[src/sv/cipa_pkg.sv]
// Shared types, constants and helper functions for the connection ID pool allocator.
package cipa_pkg;

  // Widths of the interface fields.
  localparam int unsigned ID_W   = 12;
  localparam int unsigned USE_W  = 32;
  localparam int unsigned STAT_W = 48;

  // Default number of IDs the pool can hold.
  localparam int unsigned POOL_DEPTH_DEF = 2048;

  // Smallest number of IDs loaded onto the free stack by a clear.
  localparam int unsigned MIN_PREFILL = 4;

  // Limit register value after reset.
  localparam logic [ID_W-1:0] MAX_ENTRIES_RST = 12'd2000;

  // Use counts saturate at this value.
  localparam logic [USE_W-1:0] USE_MAX = '1;

  // Request codes.
  typedef enum logic {
    CMD_ACQUIRE = 1'b0,
    CMD_RELEASE = 1'b1
  } cmd_t;

  // Result codes.
  typedef enum logic [2:0] {
    STAT_REUSED    = 3'd0,
    STAT_CREATED   = 3'd1,
    STAT_EXHAUSTED = 3'd2,
    STAT_RELEASED  = 3'd3,
    STAT_INVALID   = 3'd4
  } status_t;

  // Input beat.
  typedef struct packed {
    cmd_t            command;
    logic [ID_W-1:0] entry_id;
  } in_t;

  // Result beat.
  typedef struct packed {
    status_t           status;
    logic [ID_W-1:0]   granted_id;
    logic [USE_W-1:0]  grant_uses;
    logic [ID_W-1:0]   idle_count;
    logic [ID_W-1:0]   active_count;
    logic [ID_W-1:0]   created_count;
    logic [STAT_W-1:0] acquired_total;
    logic [STAT_W-1:0] released_total;
    logic [STAT_W-1:0] created_total;
    logic [STAT_W-1:0] reuse_total;
    logic [STAT_W-1:0] error_total;
  } out_t;

  // Commands from the controller to the datapath.
  typedef struct packed {
    logic accept;
    logic lookup;
    logic commit;
    logic clr_wr;
  } ctrl_cmd_t;

  // Status from the datapath to the controller.
  typedef struct packed {
    logic clr_last;
    logic pop_avail;
    logic out_free;
  } dp_stat_t;

  // Number of IDs a clear places on the free stack: a quarter of the limit,
  // at least MIN_PREFILL and at most the pool depth.
  function automatic int unsigned prefill(input logic [ID_W-1:0] lim,
                                          input int unsigned depth);
    int unsigned q;
    q = 32'(lim >> 2);
    if (q < MIN_PREFILL) q = MIN_PREFILL;
    if (q > depth) q = depth;
    return q;
  endfunction

endpackage

[src/sv/cipa_ctrl.sv]
// Controller state machine that sequences clears and requests through the datapath.
module cipa_ctrl (
  input  logic                 clk,
  input  logic                 rst_n,
  input  logic                 cfg_we,
  input  logic                 in_valid,
  output logic                 in_ready,
  input  cipa_pkg::dp_stat_t   stat,
  output cipa_pkg::ctrl_cmd_t  cmd
);

  typedef enum logic [1:0] {
    S_CLEAR,
    S_IDLE,
    S_LOOKUP,
    S_EXEC
  } state_t;

  state_t state_r, state_nxt;
  logic   in_ready_r;

  // A limit write wins over an input beat in the same cycle.
  assign in_ready = in_ready_r & ~cfg_we;

  // Next state and datapath commands.
  always_comb begin
    state_nxt = state_r;
    cmd       = '0;
    unique case (state_r)
      S_CLEAR: begin
        cmd.clr_wr = 1'b1;
        if (stat.clr_last) begin
          state_nxt = S_IDLE;
        end
      end
      S_IDLE: begin
        if (in_valid && in_ready) begin
          cmd.accept = 1'b1;
          state_nxt  = stat.pop_avail ? S_LOOKUP : S_EXEC;
        end
      end
      S_LOOKUP: begin
        cmd.lookup = 1'b1;
        state_nxt  = S_EXEC;
      end
      S_EXEC: begin
        if (stat.out_free) begin
          cmd.commit = 1'b1;
          state_nxt  = S_IDLE;
        end
      end
      default: begin
        state_nxt = S_CLEAR;
      end
    endcase
    // A limit write restarts the clear from any state.
    if (cfg_we) begin
      cmd       = '0;
      state_nxt = S_CLEAR;
    end
  end

  // State and registered ready.
  always_ff @(posedge clk) begin
    if (!rst_n) begin
      state_r    <= S_CLEAR;
      in_ready_r <= 1'b0;
    end else begin
      state_r    <= state_nxt;
      in_ready_r <= (state_nxt == S_IDLE);
    end
  end

endmodule

[config.mk]
export PLATFORM = sky130hd
export DESIGN_NAME = cipa_ctrl
export DESIGN_NICKNAME = d
export VERILOG_FILES = /design/src/sv/cipa_pkg.sv /design/src/sv/cipa_ctrl.sv
export SDC_FILE = /design/constraint.sdc
export NUM_CORES = 1
export LEC_CHECK = 0
export ABC_AREA = 1
export BUFFER_PORTS_ARGS = -buffer_cell sky130_fd_sc_hd__buf_2
export CAP_MARGIN = 0
export CORE_AREA = 2 2 39 41
export DETAILED_ROUTE_END_ITERATION = 10
export DIE_AREA = 0 0 41 43
export SLEW_MARGIN = 5
export SYNTH_ARGS = -nofsm -noshare
export SYNTH_HDL_FRONTEND = slang
export SYNTH_SLANG_ARGS = --single-unit
[constraint.sdc]
create_clock -name clk -period 1.1 [get_ports clk]
set_input_delay 0.22 -clock clk [delete_from_list [all_inputs] [get_ports clk]]
set_output_delay 0.22 -clock clk [all_outputs]
set_load 0.02 [all_outputs]
[Yosys cells after proc, flatten, opt, wreduce, memory -nomap -nowiden]
Cells that the tools add are included.
Storage, ports and cells
  bits of input ports: 7
  RAM bits: 0
  bits in latches: 0
  logic and storage cells: 23
  register bits after elaboration: 3
  ROM bits: 0
  memories: 0
Operators by class
  equal/unequal tests: 4
  multipliers: 0
  order comparisons: 0
  reduce and logical (&&, ||, !) cells: 2
  divide/modulo/power cells: 0
  add/sub/neg operators: 0
  shift operators: 0
  bitwise logic cells: 2
  mux-type cells: 13
Operators with widths (number)
  2-to-1 mux 2 bit: 4
  one-hot mux 2 bit (4 select lines): 1
  2-to-1 mux 1 bit: 7
  == test 2 x 1 -> 1 bit, second input constant: 2
  == test 2 bit, second input constant: 2
  2-to-1 mux 4 bit: 1
  zero test 2 bit: 1
  AND 1 bit: 1
  logical AND 1 bit: 1
  NOT 1 bit: 1

[Depth between registers and ports, before layout]
Gate-level depths: netlist (run 1).
  depth in word-level cells: 7
  gate-level depth with buffers: 6

[Worst setup path before layout (run 1)]
No wires, ideal clock.
  kind: register to output
  start point: register state_r[1]
  end point: output port cmd[2] (netlist bit)
  path buffers: 0
  path slack: 0.051 ns
  data arrival time: 0.829 ns
  stages on the path, launching flop included: 3
  path through: dfxtp_1 -> inv_2 -> nor3_1
RTL lines
  start: declaration: line cipa_ctrl.sv:19  | state_t state_r, state_nxt;
  start signal: assignment: line cipa_ctrl.sv:69  | state_r <= state_nxt;
  end: declaration: line cipa_ctrl.sv:9  | output cipa_pkg::ctrl_cmd_t cmd

==> results of run 1 <==
==> worst register-to-register path, delay by kind of cell, from the launching register on <==
kind,cells,cell delay (ps)
flops,1,360
simple gates,4,350
buf+inv,2,150
==> layer usage <==
| layer | share of wire [%] | global-route usage, % | up-vias |
|---|---|---|---|
| li1 | - | - | 119 |
| met1 | 34 | 5.75 | 99 |
| met2 | 48 | 8.44 | 10 |
| met3 | 14 | 6.81 | 2 |
| met4 | 2.5 | 6.00 | 0 |
| met5 | 0 | 0 | - |
==> power groups by stage <==
stage / logic (W) / clock network (W) / registers, W
3_3_place_gp: 0.0000431 / 0 / 0.000118
2_1_floorplan: 0.0000246 / 0 / 0.000117
5_1_grt: 0.0000552 / 0.000213 / 0.000116
6_report: 0.0000498 / 0.000196 / 0.000116
4_1_cts: 0.0000477 / 0.000207 / 0.000117
3_5_place_dp: 0.0000435 / 0 / 0.000118
==> final timing paths <==
| kind | to | start | slack [ps] | cells past startpoint |
|---|---|---|---|---|
| worst max-delay path | cmd[2] | state_r[0] | -50 | 2 |
| worst min-delay path | state_r[1] | rst_n | 220 | 3 |
| worst max register to register | in_ready_r | state_r[0] | 140 | 6 |
| worst min register to register | state_r[1] | state_r[1] | 590 | 4 |
==> state kept, by name, summed over array words and instances, names as in the netlist <==
signal      cells
in_ready_r      1
state_r         2
==> logic make-up (layout without fill, tap and decap cells) <==
group,Yosys count,count (layout),synth area share [%]
and+or+nand+nor,19,19,53.9
DFF,3,3,31.6
buffers and inverters,7,24,14.5
==> final cells by class <==
cell class | count | area, µm²
clock buffer | 4 | 26.3
tap | 16 | 20.0
inverter | 7 | 30.0
multi-input combinational | 19 | 115
fill | 160 | 1040
timing repair buffer | 13 | 83.8
sequential | 3 | 66.3
==> through the flow <==
stage          power, W  setup TNS (ps)
4_1_cts        0.000371            -212
5_1_grt        0.000385            -335
2_1_floorplan  0.000142               0
6_report       0.000362            -154
3_5_place_dp   0.000161               0
3_3_place_gp   0.000161               0
==> cells in the final DEF, fill, tap and decap left out, types with 2 or more instances in the layout <==
cell type and n:
nor2_1 4, nand2_1 3, buf_4 5, nand2_2 3, buf_2 7, dfxtp_2 2
nand3_2 2, nor2_2 3, inv_2 3, clkbuf_4 3, inv_1 2
==> repair_timing <==
action                     in CTS  in global routing
buffers inserted                1                  1
gates resized for setup         6                  8
pin swaps                       2                  4
setup endpoints to repair       4                  5
==> impl_metrics.toml, run 1 <==
[run_status]
status = "finished with violations"
violations = "setup timing"

[route]
ant_nets = 0
vias_per_cell = 3.71
drt_drc_violations_left = 0
routedWlPerCell_um = 7.16
wirelength_um = 444
via_count = 230
drt_first_pass_iters = 4
dr.first_iter.drc_count = 5

[synthesis]
ys_top_cells_by_count = "4 x nand2_1, 4 x nor2_1, 4 x nor2_2"
synth_cells = 29
ys_warn_count = 0
synth_cell_types = 12
synth_area_per_cell_um2 = 6.56
synthFlopType = "dfxtp_1"
ys_ff_latch = 3
synth_nets = 36
synthTopCellsByArea = "dfxtp_1 32%, nor2_2 13%, nand2_1 7.9%"
synth_top_area_cell = "dfxtp_1"
syn_area_um2 = 190
synth-seq-area-share_pct = 31.6
synth_top_area_share_pct = 31.6
async_reset_ff_share_pct = 0
synth-edff-count = 0

[placed_design]
dp_hpwl_um = 348
port_buffers = 11
dp_cells = 56
dpl_worst_slack_ps = 113
dpl_cell_area_um2 = 265
gp_congestion = 0.586

[power]
leakage_nw = 0.160
pwr-share-comb_pct = 13.8
power.switching_w = 0.0000907
pwr-share-clk_pct = 54.2
power.density_mw_per_mm2 = 1060
intPower_w = 0.000271
max-vdd-ir-drop_mv = 0.263
switching_share_pct = 25.1
pwr-share-seq_pct = 32.1

[layout]
instances_no_fill = 62
final_core_util_pct = 24.7
drive_gt1_share_pct = 73.9
area_delta_synth_final_pct = 79.6
n_antenna_cell = 0
final_nets = 54
final_cell_area_um2 = 342

[die]
die-width_um = 41
start_util_pct = 13.7
die_height_um = 43
rows = 14
core_mm2 = 0.00138
dieArea_mm2 = 0.00176
io-pin-count = 12

[sta]
finalSetupViolCount = 4
slew_headroom_pct = 91.4
slew_viol_final = 0
clock.fmax_mhz = 869
tightest_slew_ps = 128
min_period_over_period_pct = 105
final_hold_viol_count = 0
skew_ps = 2.19
rsz0062_at_grt = "true"
setup_ws_ps = -50.3
finalCriticalPeriod_ps = 1150
whs_ps = 218

[clock_network]
cts_root_buf = "clkbuf_4"
holdBufCountCts = 0
clockBufferDepth = 2
cts_sinks = 3
cts_tree = "built"
clk_pin_slew_ps = 40
ctsHtreeMaxLevel = 1
numCtsBuffers = 3
insertion_delay_ps = 240

[worst_setup_path]
slowest_stage = "dfxtp_4"
cp_max_fo = 4
required_ps = 880
crit_buf_inv = 1
crit_chain = "nor3_1 -> buf_2"
worstSetupEndpointType = "output port"
arrival_ps = 930
crit_family = "flip-flops"
worstSetupStartpointType = "flop"
worstSetupPathType = "reg -> out"
cpPeakStageDelay_ps = 350

[job]
cap_violations = 0

[global_route]
gr-total-overflow = 0
grt_pass1_vias = 194
grt_max_degree = 6
grt_pass1_wl_um = 696
antenna_found_initial = 0
track_usage_pct = 6.71

[hold_path]
hp-class = "in -> reg"
Power figures use the tool's default switching activity.
==> run 2: changes to the inputs <==
Settings changed: ABC_AREA 1 to default.
==> impl_metrics.toml, run 2 <==
[sta]
slew_headroom_pct = 85.0
rsz0062_at_grt = "true"
setup-tns-final_ps = -552
finalSetupViolCount = 4
setup_ws_ps = -223
tightest_slew_ps = 225
clock.fmax_mhz = 756
min_period_over_period_pct = 120
slew_viol_final = 0
finalCriticalPeriod_ps = 1320
skew_ps = 1.29
final_hold_viol_count = 0

[power]
power.density_mw_per_mm2 = 1070
p_total_w = 0.000354
max-vdd-ir-drop_mv = 0.457
leakage_nw = 0.162

[synthesis]
synth_area_per_cell_um2 = 10.5
async_reset_ff_share_pct = 0
synth_top_area_share_pct = 38.1
synth-edff-count = 0
yosysMostFrequentCell = "dfxtp_1"
synth_cell_types = 11
synthAdderAreaFrac_pct = 0
synth_compound_area_share_pct = 15.9
synthSimpleGateAreaFrac_pct = 46.0
ys_warn_count = 0
ys_top_cells_by_count = "3 x dfxtp_1, 2 x nor2b_1, 2 x nor3_1"
synth_top_family_by_area = "simple AND/OR/NAND/NOR gates"
synth-seq-area-share_pct = 38.1
synth_nets = 22
synthMuxAreaShare_pct = 0
synthFlopType = "dfxtp_1"
synthTopCellsByArea = "dfxtp_1 38%, and4b_4 8.7%, nor2b_1 7.9%"
synth_cells = 15
syn_area_um2 = 158
synth-xor-area-share_pct = 0
synth_top_area_cell = "dfxtp_1"
ys_ff_latch = 3

[worst_setup_path]
worstSetupStartpointType = "flop"
required_ps = 880
worstSetupPathType = "reg -> out"
reg2reg_depth = 3
cp_max_fo = 2
cpPeakStageDelay_ps = 320
worstReg2RegStart = "state_r[0]"
crit_buf_inv = 1
arrival_ps = 1100
crit_path_end = "cmd[3]"
crit_family = "simple AND/OR/NAND/NOR gates"
slowest_stage = "and4b_4"
worstSetupEndpointType = "output port"
rrSetupSlack_ps = 110
cp.depth = 3
startpoint = "state_r[1]"
crit_chain = "and4b_4 -> nor2b_4 -> buf_6"
r2r-end = "in_ready_r"

[layout]
final_common_cell = "buf_2"
reg_top3 = "state_r x2, in_ready_r x1"
final_cell_mix = "7 x buf_2, 5 x buf_4, 3 x clkbuf_4, 3 x buf_6, 2 x dfxtp_2"
regMostFlops = "state_r"
n_antenna_cell = 0
largest_register_ffs = 2
final_nets = 42
area_delta_synth_final_pct = 110
drive_gt1_share_pct = 73.5

[clock_network]
clk_pin_slew_ps = 40
ctsHtreeMaxLevel = 1
cts_tree = "built"
cts_sinks = 3
cts_root_buf = "clkbuf_4"
clockBufferDepth = 2
numCtsBuffers = 3
insertion_delay_ps = 230

[run_status]
status = "finished with violations"
violations = "setup timing"

[hold_path]
min_path_cells = 2
hp-class = "in -> reg"

[die]
dieArea_mm2 = 0.00176
die-width_um = 41
io-pin-count = 12
rows = 14
core_mm2 = 0.00138
die_height_um = 43
start_util_pct = 11.4

[route]
via_count = 191
drt_drc_violations_left = 0
wirelength_um = 444
routedWlPerCell_um = 8.88
dr.first_iter.drc_count = 1
drt_first_pass_iters = 2
vias_per_cell = 3.82
ant_nets = 0

[global_route]
grt_pass1_wl_um = 607
antenna_found_initial = 0
gr-total-overflow = 0
grt_max_degree = 7
track_usage_pct = 5.92
grt_pass1_vias = 164

[placed_design]
gp_congestion = 0.559
port_buffers = 11

[job]
cap_violations = 0
run 2: final cells by class:
type	instances	area, µm²
Fill cell	156	1050
Sequential cell	3	62.6
Tap cell	16	20.0
Timing Repair Buffer	15	106
Multi-Input combinational cell	12	115
Clock buffer	4	26.3
run 2: what timing repair did:
item	4_1_cts	5_1_grt
setup buffers	1	0
pin swaps	1	1
gates resized for setup	7	4
endpoints found under the hold margin	0	0
hold buffers	0	0
setup endpoints to repair	4	7
run 2: worst min-delay path by stage:
stage / from / to / slack, ps
3_5_place_dp: stat[1] / state_r[0] / 420
3_3_place_gp: stat[1] / state_r[0] / 430
6_report: stat[1] / state_r[0] / 170
5_1_grt: stat[1] / state_r[0] / 180
4_1_cts: stat[1] / state_r[0] / 160
2_1_floorplan: stat[1] / state_r[0] / 320
run 2: cells by family after synthesis:
group / count (synthesis)
simple gates: 9
flops: 3
compound gates: 3
run 2: where the power goes:
part	leakage, nW	internal, W	switching, W	total [W]
sequential	0.0254	0.000113	0.00000196	0.000115
combinational	0.122	0.0000247	0.0000223	0.0000470
clock	0.0150	0.000136	0.0000558	0.000192
run 2: metal layers:
layer  vias up  wire length [µm]  track usage (%)  part of all wire, %
li1         96                 -                -                    -
met4         0                 0             6.00                    0
met2         9               222             7.19                   50
met1        86               179             5.77                   40
met5         -                 0                0                    0
met3         0                43             4.71                  9.7
run 2: worst reg2reg max path, cell delays in order (launching register included):
cell,delay (ps)
dfxtp_2,320
and4b_4,200
buf_4,140
nor4_2,240
run 2: per-stage QoR:
step	instances	utilization, %	instance area (µm²)	hold slack, ps	setup WS [ps]
after floorplan	15	-	170	318	27.7
after global placement	45	19.3	268	426	0.532
after detailed placement	45	19.3	268	417	-10.5
after CTS	50	23.2	322	159	-242
after global routing	50	23.9	330	176	-271
final	50	23.9	330	172	-223
==> run 3: changes to the inputs <==
Clock period 1.1 ns to 1.4 ns, I/O delays scaled along.
==> impl_metrics.toml, run 3 (synthesis gave the netlist of run 2 again) <==
[layout]
instances_no_fill = 49
final_core_util_pct = 20.7
final_nets = 41
n_antenna_cell = 0
drive_gt1_share_pct = 63.6
regMostFlops = "state_r"
largest_register_ffs = 2
final_cell_mix = "10 x buf_2, 4 x buf_4, 3 x clkbuf_4"
area_delta_synth_final_pct = 81.7
reg_top3 = "state_r x2, in_ready_r x1"
final_common_cell = "buf_2"

[hold_path]
min_path_cells = 2
hp-class = "in -> reg"

[job]
cap_violations = 0

[sta]
finalSetupViolCount = 1
rsz0062_at_grt = "true"
setup_ws_ps = -20.3
slew_headroom_pct = 80.1
slew_viol_final = 0
skew_ps = 2.38
final_hold_viol_count = 0
setup-tns-final_ps = -20.3
min_period_over_period_pct = 101
tightest_slew_ps = 296
finalCriticalPeriod_ps = 1420
clock.fmax_mhz = 704

[die]
rows = 14
die-width_um = 41
dieArea_mm2 = 0.00176
io-pin-count = 12
die_height_um = 43
core_mm2 = 0.00138
start_util_pct = 11.4

[route]
ant_nets = 0
via_count = 190
routedWlPerCell_um = 9.24
drt_drc_violations_left = 0
vias_per_cell = 3.88
wirelength_um = 453
dr.first_iter.drc_count = 0
drt_first_pass_iters = 1

[worst_setup_path]
worstSetupPathType = "reg -> out"
arrival_ps = 1140
reg2reg_depth = 4
cp.depth = 3
required_ps = 1120
cp_max_fo = 2
worstSetupStartpointType = "flop"
worstSetupEndpointType = "output port"
crit_buf_inv = 1
cpPeakStageDelay_ps = 310
crit_chain = "and4b_4 -> nor2b_1 -> buf_4"
crit_family = "simple AND/OR/NAND/NOR gates"
slowest_stage = "dfxtp_2"

[placed_design]
dpl_worst_slack_ps = 145
dp_cells = 42
gp_congestion = 0.497
port_buffers = 11

[power]
leakage_nw = 0.149
power.density_mw_per_mm2 = 953
max-vdd-ir-drop_mv = 0.142

[global_route]
grt_pass1_vias = 163
grt_max_degree = 7
antenna_found_initial = 0
track_usage_pct = 5.71
grt_pass1_wl_um = 517
gr-total-overflow = 0

[run_status]
violations = "setup timing"
status = "finished with violations"

[clock_network]
numCtsBuffers = 3
clockBufferDepth = 2
ctsHtreeMaxLevel = 1
clk_pin_slew_ps = 40
cts_root_buf = "clkbuf_4"
holdBufCountCts = 0
cts_tree = "built"
cts_sinks = 3
insertion_delay_ps = 240
## run 3: metrics by stage
step	hold slack (ps)	power, W	instance area (µm²)
final	223	0.000273	287
after global routing	230	0.000286	287
after CTS	220	0.000281	279
after detailed placement	480	0.000119	233
after global placement	480	0.000119	233
after floorplan	378	0.000105	158
## run 3: routing by layer
metal  global-route usage, %  share of wire, %  routed length (µm)  vias to the layer above
met5                       0                 0                   0                        -
met4                    10.0               4.2                  19                        0
met3                    4.71                13                  59                        2
met2                    7.81                47                 213                       13
met1                    2.56                36                 161                       81
li1                        -                 -                   -                       94
## run 3: where the power goes
part           total (W)  leakage [nW]  switching (W)  internal, W
clock network   0.000154        0.0150      0.0000469     0.000107
logic          0.0000273         0.108      0.0000136    0.0000137
registers      0.0000918        0.0254     0.00000262    0.0000892
## run 3: timing repair
| action | 4_1_cts | 5_1_grt |
|---|---|---|
| gates resized for setup | 3 | 0 |
| endpoints found under the setup margin | 1 | 1 |
| buffers inserted | 2 | 1 |
| pin swaps | 0 | 0 |
## run 3: final timing paths
check / startpoint / to / slack, ps
min reg2reg: state_r[0] / in_ready_r / 640
min: stat[1] / state_r[0] / 220
max: state_r[1] / cmd[3] / -20
max reg2reg: state_r[0] / in_ready_r / 260
## run 3: final cells by class
type	count	area, µm²
tap	16	20.0
sequential	3	62.6
clock buffer	4	26.3
fill	157	1100
timing repair buffer	14	80.1
multi-input combinational	12	97.6
## run 3: worst reg2reg max path, delay by kind of cell, from the launching register on
kind,cells,cell delay (ps)
DFF,1,330
and+or+nand+nor,2,470
buffers and inverters,2,250
